## src/rtl/core/srtf_pkg.sv

```systemverilog
// Shared types and constants of the shortest-remaining-time-first tick scheduler.
// Used by the divider and the top level; no dependencies of its own.
package srtf_pkg;

    localparam int MAX_JOBS  = 16;
    localparam int TIME_BITS = 16;
    localparam int IDX_BITS  = $clog2(MAX_JOBS);
    localparam int CNT_BITS  = $clog2(MAX_JOBS + 1);
    localparam int TURN_BITS = TIME_BITS + 1;
    localparam int PEN_BITS  = TURN_BITS + 8;
    localparam logic [TIME_BITS-1:0] TIME_MAX = {TIME_BITS{1'b1}};

    typedef enum logic [1:0] {
        ST_LOADED = 2'd0,
        ST_FULL   = 2'd1,
        ST_RAN    = 2'd2,
        ST_IDLE   = 2'd3
    } status_t;

    typedef enum logic [0:0] {
        FUNC_LOAD = 1'b0,
        FUNC_TICK = 1'b1
    } func_t;

    typedef enum logic [2:0] {
        S_IDLE,
        S_SCAN,
        S_WRITE,
        S_DIV,
        S_DONE
    } state_t;

    // One job table entry as it lies in the RAM.
    typedef struct packed {
        logic [TIME_BITS-1:0] first_run;
        logic [TIME_BITS-1:0] left;
        logic [TIME_BITS-1:0] burst;
        logic [TIME_BITS-1:0] arrival;
    } entry_t;

    typedef struct packed {
        status_t               status;
        logic [3:0]            job_index;
        logic [TIME_BITS-1:0]  tick_time;
        logic [TIME_BITS-1:0]  remaining;
        logic                  finished;
        logic [TIME_BITS-1:0]  wait_time;
        logic [TURN_BITS-1:0]  turnaround;
        logic [PEN_BITS-1:0]   penalty;
    } result_t;

endpackage

```

## src/rtl/core/srtf_ram.sv

```systemverilog
// Generic single-port-write, single-port-read RAM with a registered read.
// No dependencies.
module srtf_ram #(
    parameter int WIDTH = 8,
    parameter int DEPTH = 16
) (
    input  logic                     clk,
    input  logic                     we,
    input  logic [$clog2(DEPTH)-1:0] waddr,
    input  logic [WIDTH-1:0]         wdata,
    input  logic                     re,
    input  logic [$clog2(DEPTH)-1:0] raddr,
    output logic [WIDTH-1:0]         rdata
);

    logic [WIDTH-1:0] mem [DEPTH];
    logic [WIDTH-1:0] rdata_reg;

    always_ff @(posedge clk)
    begin
        if (we)
        begin
            mem[waddr] <= wdata;
        end
        if (re)
        begin
            rdata_reg <= mem[raddr];
        end
    end

    assign rdata = rdata_reg;

endmodule

```

## src/rtl/core/srtf_div.sv

```systemverilog
// Restoring divider for the penalty ratio, one quotient bit per cycle.
// Depends on srtf_pkg for the operand widths.
module srtf_div (
    input  logic                           clk,
    input  logic                           rst_n,
    input  logic                           start,
    input  logic [srtf_pkg::PEN_BITS-1:0]  dividend,
    input  logic [srtf_pkg::TIME_BITS-1:0] divisor,
    output logic                           done,
    output logic [srtf_pkg::PEN_BITS-1:0]  quotient
);

    localparam int STEP_BITS = $clog2(srtf_pkg::PEN_BITS);

    logic                           busy_reg, busy_next;
    logic                           done_reg, done_next;
    logic [STEP_BITS-1:0]           step_reg, step_next;
    logic [srtf_pkg::PEN_BITS-1:0]  quo_reg, quo_next;
    logic [srtf_pkg::TIME_BITS-1:0] rem_reg, rem_next;
    logic [srtf_pkg::TIME_BITS-1:0] dvs_reg, dvs_next;
    logic [srtf_pkg::TIME_BITS:0]   trial;
    logic                           fits;

    // The quotient register shifts dividend bits out at the top and
    // quotient bits in at the bottom.
    assign trial = {rem_reg, quo_reg[srtf_pkg::PEN_BITS-1]};
    assign fits  = trial >= {1'b0, dvs_reg};

    always_comb
    begin
        busy_next = busy_reg;
        done_next = 1'b0;
        step_next = step_reg;
        quo_next  = quo_reg;
        rem_next  = rem_reg;
        dvs_next  = dvs_reg;
        if (start)
        begin
            busy_next = 1'b1;
            step_next = '0;
            quo_next  = dividend;
            rem_next  = '0;
            dvs_next  = divisor;
        end
        else if (busy_reg)
        begin
            quo_next  = {quo_reg[srtf_pkg::PEN_BITS-2:0], fits};
            rem_next  = fits ? srtf_pkg::TIME_BITS'(trial - {1'b0, dvs_reg})
                             : srtf_pkg::TIME_BITS'(trial);
            step_next = step_reg + 1'b1;
            if (step_reg == STEP_BITS'(srtf_pkg::PEN_BITS - 1))
            begin
                busy_next = 1'b0;
                done_next = 1'b1;
            end
        end
    end

    always_ff @(posedge clk or negedge rst_n)
    begin
        if (!rst_n)
        begin
            busy_reg <= 1'b0;
            done_reg <= 1'b0;
            step_reg <= '0;
        end
        else
        begin
            busy_reg <= busy_next;
            done_reg <= done_next;
            step_reg <= step_next;
        end
    end

    always_ff @(posedge clk)
    begin
        quo_reg <= quo_next;
        rem_reg <= rem_next;
        dvs_reg <= dvs_next;
    end

    assign done     = done_reg;
    assign quotient = quo_reg;

endmodule

```

## src/rtl/core/srtf_tick_scheduler_unit.sv

```systemverilog
// Shortest-remaining-time-first tick scheduler: sequencer, job table RAM and divider.
// Depends on srtf_pkg, srtf_ram and srtf_div.
//
// Usage: each input item on the s_ channel is either a load (s_tuser = 0), which
// appends a job (arrival, burst) to a 16-entry table, or a tick (s_tuser = 1),
// which runs the eligible job with the least remaining time for one time unit.
// Every item yields exactly one result item on the m_ channel; m_tuser carries
// the status code and m_tdata the job figures.
// Sequence: a load goes through S_DONE to the output register. A tick scans
// the table of loaded jobs with one RAM read per cycle, writes the chosen entry
// back in S_WRITE, and waits in S_DIV for the penalty quotient (25 quotient bits)
// of the bit-serial divider and its done flag, then hands the result over from
// S_DONE. An idle tick or a zero wait skips the divider.
// One item is worked on at a time; s_tready is high only while the sequencer
// is idle, so no new item is accepted before the last one is through.
// A finished result sits in the output register; the next item is accepted
// while it waits. If m_tready stays low, the following result is held in the
// sequencer and no further item is accepted until the output register frees.
// Reset empties the table, clears the started flags and sets time to zero.
module srtf_tick_scheduler_unit (
    input  logic        clk,
    input  logic        rst_n,
    input  logic        s_tvalid,
    output logic        s_tready,
    input  logic [31:0] s_tdata,   // arrival[15:0], burst[31:16]
    input  logic        s_tuser,   // func[0]
    output logic        m_tvalid,
    input  logic        m_tready,
    output logic [95:0] m_tdata,   // job_index[3:0], tick_time[19:4], remaining[35:20],
                                   // finished[36], wait_time[52:37], turnaround[69:53],
                                   // penalty[94:70], zero pad[95]
    output logic [1:0]  m_tuser    // status[1:0]
);

    localparam int TB = srtf_pkg::TIME_BITS;
    localparam int IB = srtf_pkg::IDX_BITS;
    localparam int CB = srtf_pkg::CNT_BITS;

    srtf_pkg::state_t  state_reg, state_next;
    logic [CB-1:0]     addr_reg, addr_next;
    logic              pend_reg, pend_next;
    logic [IB-1:0]     pidx_reg, pidx_next;
    logic              found_reg, found_next;
    logic [IB-1:0]     bidx_reg, bidx_next;
    srtf_pkg::entry_t  best_reg, best_next;
    logic [CB-1:0]     count_reg, count_next;
    logic [TB-1:0]     now_reg, now_next;
    logic [srtf_pkg::MAX_JOBS-1:0] started_reg, started_next;
    srtf_pkg::result_t res_reg, res_next;
    srtf_pkg::result_t out_reg, out_next;
    logic              out_valid_reg, out_valid_next;

    logic              ram_we, ram_re;
    logic [IB-1:0]     ram_waddr, ram_raddr;
    srtf_pkg::entry_t  ram_wdata, ram_rdata;

    logic                          div_start, div_done;
    logic [srtf_pkg::PEN_BITS-1:0] div_quo;

    logic              in_accept, scan_end, out_free, eligible;
    logic [TB-1:0]     in_arrival, in_burst;
    logic [TB-1:0]     first_run, wait_val;
    logic [srtf_pkg::TURN_BITS-1:0] turn_val;
    srtf_pkg::entry_t  upd;

    srtf_ram #(
        .WIDTH ($bits(srtf_pkg::entry_t)),
        .DEPTH (srtf_pkg::MAX_JOBS)
    ) u_ram (
        .clk   (clk),
        .we    (ram_we),
        .waddr (ram_waddr),
        .wdata (ram_wdata),
        .re    (ram_re),
        .raddr (ram_raddr),
        .rdata (ram_rdata)
    );

    srtf_div u_div (
        .clk      (clk),
        .rst_n    (rst_n),
        .start    (div_start),
        .dividend ({turn_val, 8'd0}),
        .divisor  (wait_val),
        .done     (div_done),
        .quotient (div_quo)
    );

    assign in_accept  = s_tvalid && s_tready;
    assign in_arrival = s_tdata[TB-1:0];
    assign in_burst   = s_tdata[2*TB-1:TB];
    assign scan_end   = (addr_reg == count_reg) && !pend_reg;
    assign out_free   = !out_valid_reg || m_tready;
    assign eligible   = (ram_rdata.arrival <= now_reg) && (ram_rdata.left != '0);

    // The tick time was captured at the end of the scan; a first run uses it.
    assign first_run = started_reg[bidx_reg] ? best_reg.first_run : res_reg.tick_time;
    assign wait_val  = first_run - best_reg.arrival;
    assign turn_val  = {1'b0, wait_val} + {1'b0, best_reg.burst};

    always_comb
    begin
        upd           = best_reg;
        upd.left      = best_reg.left - 1'b1;
        upd.first_run = first_run;
    end

    // Next state.
    always_comb
    begin
        state_next = state_reg;
        unique case (state_reg)
            srtf_pkg::S_IDLE:
            begin
                if (in_accept)
                begin
                    state_next = (s_tuser == srtf_pkg::FUNC_LOAD) ? srtf_pkg::S_DONE
                                                                  : srtf_pkg::S_SCAN;
                end
            end
            srtf_pkg::S_SCAN:
            begin
                if (scan_end)
                begin
                    state_next = found_reg ? srtf_pkg::S_WRITE : srtf_pkg::S_DONE;
                end
            end
            srtf_pkg::S_WRITE:
            begin
                state_next = (wait_val != '0) ? srtf_pkg::S_DIV : srtf_pkg::S_DONE;
            end
            srtf_pkg::S_DIV:
            begin
                if (div_done)
                begin
                    state_next = srtf_pkg::S_DONE;
                end
            end
            srtf_pkg::S_DONE:
            begin
                if (out_free)
                begin
                    state_next = srtf_pkg::S_IDLE;
                end
            end
            default:
            begin
                state_next = srtf_pkg::S_IDLE;
            end
        endcase
    end

    // Datapath and outputs.
    always_comb
    begin
        addr_next      = addr_reg;
        pend_next      = pend_reg;
        pidx_next      = pidx_reg;
        found_next     = found_reg;
        bidx_next      = bidx_reg;
        best_next      = best_reg;
        count_next     = count_reg;
        now_next       = now_reg;
        started_next   = started_reg;
        res_next       = res_reg;
        out_next       = out_reg;
        out_valid_next = out_valid_reg && !m_tready;
        ram_we         = 1'b0;
        ram_waddr      = bidx_reg;
        ram_wdata      = upd;
        ram_re         = 1'b0;
        ram_raddr      = addr_reg[IB-1:0];
        div_start      = 1'b0;
        s_tready       = (state_reg == srtf_pkg::S_IDLE);

        unique case (state_reg)
            srtf_pkg::S_IDLE:
            begin
                if (in_accept)
                begin
                    res_next = '0;
                    if (s_tuser == srtf_pkg::FUNC_LOAD)
                    begin
                        if (count_reg == CB'(srtf_pkg::MAX_JOBS))
                        begin
                            res_next.status = srtf_pkg::ST_FULL;
                        end
                        else
                        begin
                            ram_we              = 1'b1;
                            ram_waddr           = count_reg[IB-1:0];
                            ram_wdata.arrival   = in_arrival;
                            ram_wdata.burst     = in_burst;
                            ram_wdata.left      = in_burst;
                            ram_wdata.first_run = '0;
                            started_next[count_reg[IB-1:0]] = 1'b0;
                            count_next          = count_reg + 1'b1;
                            res_next.status     = srtf_pkg::ST_LOADED;
                            res_next.job_index  = 4'(count_reg);
                        end
                    end
                    else
                    begin
                        addr_next  = '0;
                        pend_next  = 1'b0;
                        found_next = 1'b0;
                    end
                end
            end
            srtf_pkg::S_SCAN:
            begin
                // One read issued per cycle; its data is judged the cycle after.
                pend_next = 1'b0;
                if (addr_reg != count_reg)
                begin
                    ram_re    = 1'b1;
                    pend_next = 1'b1;
                    pidx_next = addr_reg[IB-1:0];
                    addr_next = addr_reg + 1'b1;
                end
                if (pend_reg && eligible && (!found_reg || ram_rdata.left < best_reg.left))
                begin
                    found_next = 1'b1;
                    bidx_next  = pidx_reg;
                    best_next  = ram_rdata;
                end
                if (scan_end)
                begin
                    res_next.tick_time = now_reg;
                    res_next.status    = srtf_pkg::ST_IDLE;
                    if (now_reg != srtf_pkg::TIME_MAX)
                    begin
                        now_next = now_reg + 1'b1;
                    end
                end
            end
            srtf_pkg::S_WRITE:
            begin
                ram_we                 = 1'b1;
                started_next[bidx_reg] = 1'b1;
                res_next.status        = srtf_pkg::ST_RAN;
                res_next.job_index     = 4'(bidx_reg);
                res_next.remaining     = upd.left;
                res_next.finished      = (upd.left == '0);
                res_next.wait_time     = wait_val;
                res_next.turnaround    = turn_val;
                res_next.penalty       = '0;
                div_start              = (wait_val != '0);
            end
            srtf_pkg::S_DIV:
            begin
                if (div_done)
                begin
                    res_next.penalty = div_quo;
                end
            end
            srtf_pkg::S_DONE:
            begin
                if (out_free)
                begin
                    out_next       = res_reg;
                    out_valid_next = 1'b1;
                end
            end
            default:
            begin
                s_tready = 1'b0;
            end
        endcase
    end

    always_ff @(posedge clk or negedge rst_n)
    begin
        if (!rst_n)
        begin
            state_reg     <= srtf_pkg::S_IDLE;
            addr_reg      <= '0;
            pend_reg      <= 1'b0;
            found_reg     <= 1'b0;
            count_reg     <= '0;
            now_reg       <= '0;
            started_reg   <= '0;
            out_valid_reg <= 1'b0;
        end
        else
        begin
            state_reg     <= state_next;
            addr_reg      <= addr_next;
            pend_reg      <= pend_next;
            found_reg     <= found_next;
            count_reg     <= count_next;
            now_reg       <= now_next;
            started_reg   <= started_next;
            out_valid_reg <= out_valid_next;
        end
    end

    always_ff @(posedge clk)
    begin
        pidx_reg <= pidx_next;
        bidx_reg <= bidx_next;
        best_reg <= best_next;
        res_reg  <= res_next;
        out_reg  <= out_next;
    end

    assign m_tvalid = out_valid_reg;
    assign m_tuser  = out_reg.status;
    assign m_tdata  = {1'b0, out_reg.penalty, out_reg.turnaround, out_reg.wait_time,
                       out_reg.finished, out_reg.remaining, out_reg.tick_time,
                       out_reg.job_index};

endmodule
```

## config.mk

```make
export PLATFORM = sky130hd
export DESIGN_NAME = srtf_tick_scheduler_unit
export DESIGN_NICKNAME = d
export VERILOG_FILES = /design/src/rtl/core/srtf_pkg.sv /design/src/rtl/core/srtf_ram.sv /design/src/rtl/core/srtf_div.sv /design/src/rtl/core/srtf_tick_scheduler_unit.sv
export SDC_FILE = /design/constraint.sdc
export NUM_CORES = 1
export LEC_CHECK = 0
export BUFFER_PORTS_ARGS = -buffer_cell sky130_fd_sc_hd__buf_4
export CORE_MARGIN = 3
export CORE_UTILIZATION = 62
export CTS_CLUSTER_SIZE = 24
export DETAILED_ROUTE_END_ITERATION = 16
export GPL_TIMING_DRIVEN = 1
export PLACE_DENSITY = 0.79
export SLEW_MARGIN = 0
export SYNTH_ARGS = -nofsm -noshare
export SYNTH_HDL_FRONTEND = slang
export SYNTH_SLANG_ARGS = --single-unit
```

## constraint.sdc

```tcl
create_clock -name clk -period 8.1 [get_ports clk]
set_input_delay 0.405 -clock clk [delete_from_list [all_inputs] [get_ports clk]]
set_output_delay 0.405 -clock clk [all_outputs]
set_load 0.05 [all_outputs]
```

==> run metrics, run 1 <==
Yosys warnings 0; pwr dens 362 mW/mm2; hold path cells 3; Worst R2R End u_div.quotient[23]; average wire per standard cell 31.6 um; worst path arrival time 7.09 ns; Area contributors post-synth edfxtp_1, mux4_2, dfrtp_1, ha_1, nor2_1; 1st-iter DRT viols 4421; I/O Pins 137; CTS tree yes; core area 0.0924 mm2; RSZ-0062 raised after global routing no; largest area contributor in the netlist edfxtp_1; max_cap viols 0; Relative slew margins 0.0757; Slew Viols, Final 0; top-area cell type share of the netlist area 0.716; min-delay src m_tready; FP Rows 111; Tcrit/Tclk final 0.816; routed vias 31100; largest net degree at the start of global routing 136; Worst VDD drop 0.240 mV; die height 312 um; synthesis-stage register bit count 1466; setup violators final 0; main combinational cell family by area after synthesis multiplexers; initial antenna violation count 5; sequential share of the synthesized area 0.748; startpoint type of the worst setup path register; CP peak stage delay 0.65 ns; XOR/XNOR share of the synthesized area 0.0113; syn_nets 3149; remaining antenna violation count after routing 0; layout cells sized above 1 0.238; post-route cell area 0.0656 mm2; final WL 145 mm; Reg clk slew, reported paths 0.07 ns; number of flip-flops in the largest register 1024; Max Freq 151 MHz; DP Area 0.0609 mm2; clock share of power 0.277; Inserted Clock Buffers 142; Die Wd 312 um; slowest cell on the critical path edfxtp_1; Synth cell types 71; CP Max Fanout 16; Sw Pwr 7480 uW; type of the most critical hold path input pin to register; Reg power frac 0.447; Slew @ Worst Pin 1.39 ns; Cell Chain, Critical Path mux4_2 -> mux2i_1 -> mux2_2 -> mux2_2 -> ha_1 -> a211o_1 -> or2_0 -> o21a_2 -> o21a_1 -> nor2_1 -> xnor2_1 -> ha_1 -> nand4_1 -> o22ai_1 -> a2111oi_0 -> a21oi_1 -> o41ai_1 -> xor2_1 -> nor2_1 -> a22oi_1 -> o211ai_1; mux share of post-synthesis cell area 0.132; Die ar. 0.0976 mm2; Non-Filler Instances 4587; Mean Syn Cell Area 19.3 um2; placed insts 4330; most used flip-flop cell after synthesis edfxtp_1; total grt overflow 0; post-synthesis compound-gate area fraction 0.0312; CP required 8.58 ns; minimum clock period after layout 6.61 ns; CTS max path bufs 3; Worst Hold Path EP m_tvalid; IO buf count 135; Logic pwr share 0.276; reg2reg start bidx_reg[0]; FFs w/ async S/R, synth 0.0375; H-Tree Level Count 4; Post-Synth Simple-Gate Area 0.0427; first-pass GRT wire length 212 mm; via/cell ratio 6.77; Synth Instances 3018; worst r2r path cells 21; Detail Placement HPWL 79.2 mm; Adder-Cell Fraction of Synth Area 0.0206; Sum Neg Setup Slack 0 ns; final net count 3363; Fin. Hold Viols 0; Syn Std Cell Area 0.0582 mm2; final core area utilization 0.710; Clock Latency Late Sink 0.75 ns; leakage power 0.0217 uW; gr usage total 0.301; Pint 16300 uW; Sw Share 0.315; initial core utilization 0.630; drt drc 0; WS Path Type register to register; vias in the first global route 31400; Final Skew 0.0291 ns; CTS Root Cell clkbuf_16; synthesis-to-finish area growth 12.6%; Sink Count 1466; 1st-pass router iterations 6; EDFF count, synth 1387; crit end category register; status finished clean; R2R setup slack 1.49 ns; GP Congestion 0.911
## per-layer routing
layer  GRT usage  routed length [um]
met1       0.416               53000
met3      0.0639               15700
met4       0.119                5690
met2       0.479               70600
met5           0                   0
## how the worst max path moves through the flow
stage                         end   startpoint  slack (ns)
6_report       u_div.quotient[23]  bidx_reg[0]        1.49
3_5_place_dp   u_div.quotient[23]  bidx_reg[0]        1.58
3_3_place_gp   u_div.quotient[23]  bidx_reg[0]        1.63
4_1_cts        u_div.quotient[23]  bidx_reg[0]        1.56
5_1_grt        u_div.quotient[23]  bidx_reg[0]        1.01
2_1_floorplan  u_div.quotient[23]  bidx_reg[0]        2.26
## area by class of cell
class,count,area [um2]
antenna,1,2.50
clock buffer,176,3750
clock inverter,79,846
fill,5237,26800
inverter,93,350
multi-input combinational,1333,14000
sequential,1466,43500
tap,1243,1560
timing repair buffer,196,1510
## placed cells by master (no fill, tap or decap), types with 24 or more instances in the layout
cell type	synthesis	final
mux4_2	324	324
nand3_1	29	29
nor2_1	161	145
and2_1	51	50
clkbuf_1	93	30
dfxtp_1	24	24
xnor2_1	59	59
nand2_1	159	157
buf_4	1	192
a21oi_1	73	71
dfrtp_1	55	50
edfxtp_1	1387	1387
ha_1	91	91
nand4_1	27	27
nor3_1	29	29
o21ai_0	72	61
clkbuf_16	0	145
inv_1	93	92
## stage by stage
stage	hold WS (ns)	setup slack, ns	total power (uW)
after CTS	0.0228	1.56	23800
after floorplan	0.109	2.26	15200
after detailed placement	0.405	1.58	17100
final	0.0724	1.49	23700
after global routing	0.0640	1.01	24600
after global placement	0.401	1.63	16900
## cells in the mapped netlist, types with 16 or more instances
cell and number:
edfxtp_1 1387, mux4_2 324, nor2_1 161, nand2_1 159
clkbuf_1 93, inv_1 93, ha_1 91, a21oi_1 73
o21ai_0 72, xnor2_1 59, dfrtp_1 55, and2_1 51
nand3_1 29, nor3_1 29, nand4_1 27, buf_1 25
dfxtp_1 24, a21o_1 23, mux2i_1 22, a22o_1 16
xor2_1 16
## power groups by stage
stage / logic, uW / registers [uW] / clock network (uW)
after CTS: 6510 / 10600 / 6630
after global routing: 7000 / 10700 / 6900
after floorplan: 4340 / 10800 / 0
after detailed placement: 6390 / 10700 / 0
final: 6540 / 10600 / 6570
after global placement: 6170 / 10700 / 0
## cell families after synthesis
family	after synthesis
DFF	1466
and+or+nand+nor	532
muxes	360
AOI/OAI and AO/OA	271
buffers and inverters	219
adders and majority gates	94
xor gates and xnor gates	75
other	1
## critical path, delay by kind of cell, from the launching register on
family | cells | cell delay (ns)
AOI/OAI and AO/OA | 9 | 2.13
and+or+nand+nor | 4 | 0.68
DFF | 1 | 0.65
adders and majority gates | 2 | 0.73
muxes | 4 | 1.68
xor gates and xnor gates | 2 | 0.47
## what timing repair did
item	4_1_cts	5_1_grt
buffers inserted	0	0
hold endpoints to repair	55	0
resized for setup	0	0
hold buffers	1	0
(Power assumes the default switching activity.)
==> run 2: changes to the inputs <==
- clock period: 8.1 -> 6.28 ns (I/O delays scaled with it)
==> run 2 against run 1 <==
Wire length decreased by 0.96%. Total power increased by 29%. Combinational power increased by 31%.
==> run metrics, run 2 (synthesis results as in run 1) <==
synthesis-to-finish area growth 13.1%; first-pass GRT wire length 212 mm; max_cap viols 0; R2R setup slack 0.40 ns; final net count 3374; min-delay src s_tdata[11]; Tcrit/Tclk final 0.937; Die Wd 312 um; register area 0.0435 mm2; remaining antenna violation count after routing 0; routed vias 30800; Die ar. 0.0976 mm2; WS Path Type register to register; final hold slack 0.178 ns; leakage power 0.0218 uW; CTS max path bufs 3; Sink Count 1466; crit end category register; post-route cell area 0.0658 mm2; final WL 144 mm; Relative slew margins 0.102; Max Freq 170 MHz; GP Congestion 0.899; Final Skew 0.0328 ns; Detail Placement HPWL 80.6 mm; worst r2r path cells 21; Slew @ Worst Pin 1.35 ns; layout cells sized above 1 0.240; hold path cells 4; Worst R2R End u_div.quotient[23]; Clock Latency Late Sink 0.75 ns; Layout fillers 5219; Sum Neg Setup Slack 0 ns; pwr dens 465 mW/mm2; reg2reg start bidx_reg[0]; H-Tree Level Count 4; FP Rows 111; DP Area 0.0612 mm2; RSZ-0062 raised after global routing no; Multi-input gate area 0.0140 mm2; Inserted Clock Buffers 144; 1st-pass router iterations 5; die height 312 um; via/cell ratio 6.69; most common cell after layout, fill and taps aside edfxtp_1; setup violators final 0; CP Max Fanout 9; Slew Viols, Final 0; initial core utilization 0.630; average wire per standard cell 31.2 um; 1st-iter DRT viols 4130; core area 0.0924 mm2; CTS tree yes; IO buf count 135; type of the most critical hold path input pin to register; Fin. Hold Viols 0; Worst Hold Path EP u_ram.mem[9][11]; drt drc 0; Reg clk slew, reported paths 0.06 ns; CTS Root Cell clkbuf_16; startpoint type of the worst setup path register; highest-count cells in the layout ignoring fill and taps edfxtp_1, mux4_2, buf_4, nand2_1, clkbuf_16; vias in the first global route 31500; minimum clock period after layout 5.88 ns; Worst VDD drop 0.270 mV; CP required 6.74 ns; status finished clean; I/O Pins 137; number of flip-flops in the largest register 1024; initial antenna violation count 4; total grt overflow 0; worst path arrival time 6.34 ns; gr usage total 0.300; setup repair bufs after CTS 0; largest net degree at the start of global routing 128
run 2: cell types whose count changed in the layout (fill, tap and decap cells not counted), moves of 6 or more:
cell	before	now
buf_12	3	18
buf_4	192	183
clkinv_2	21	30
clkinvlp_4	6	0
run 2: routing by layer:
metal	global-route usage	share of wire	vias to the layer above
met3	0.0678	0.10	402
met1	0.408	0.37	15800
met4	0.126	0.044	2
li1	-	-	12500
met5	0	0.000070	-
met2	0.478	0.49	2005
run 2: power by group:
group	switching [uW]	internal, uW
combinational	5210	3360
sequential	799	12800
clock	3590	4790
total	9610	21000
run 2: through the flow:
| step | utilization | cells | setup slack (ns) | total power, uW |
|---|---|---|---|---|
| floorplan | - | 3018 | 0.440 | 19600 |
| global placement | 0.662 | 4336 | 0.248 | 21900 |
| detailed placement | 0.662 | 4336 | 0.180 | 22200 |
| CTS | 0.712 | 4598 | 0.179 | 30600 |
| global route | 0.713 | 4598 | 0.00199 | 31800 |
| finish | 0.713 | 4599 | 0.396 | 30600 |
run 2: area by class of cell:
type                       instances  share of cell area
inverter                          93             0.00532
clock inverter                    79              0.0114
sequential                      1466               0.661
tap                             1243              0.0236
timing repair buffer             205              0.0270
clock buffer                     179              0.0580
antenna                            1           0.0000380
multi-input combinational       1333               0.213
run 2: how the worst max path moves through the flow:
stage,from,end,cells past startpoint
floorplan,bidx_reg[0],u_div.quotient[23],24
global placement,bidx_reg[0],u_div.quotient[23],20
detailed placement,bidx_reg[0],u_div.quotient[23],20
CTS,bidx_reg[0],u_div.quotient[23],20
global route,bidx_reg[0],u_div.quotient[23],21
finish,bidx_reg[0],u_div.quotient[23],21
run 2: repair_timing:
action | CTS | global route
setup endpoints to repair | 0 | 1
endpoints found under the hold margin | 58 | 0
hold buffers | 4 | 0
gates resized for setup | 0 | 3
run 2: critical path, stage by stage, from the launching register on:
cell	delay [ns]
edfxtp_1	0.52
mux4_2	0.55
mux2i_1	0.18
mux2_4	0.31
mux2_2	0.38
ha_1	0.34
a211o_1	0.29
or2_0	0.20
o21a_2	0.21
o21a_1	0.16
nor2_1	0.17
xnor2_1	0.22
ha_1	0.35
nand4_1	0.14
o22ai_1	0.11
a2111oi_0	0.36
a21oi_1	0.21
o41ai_2	0.28
xor2_1	0.20
nor2_1	0.09
a22oi_1	0.24
o211ai_1	0.13
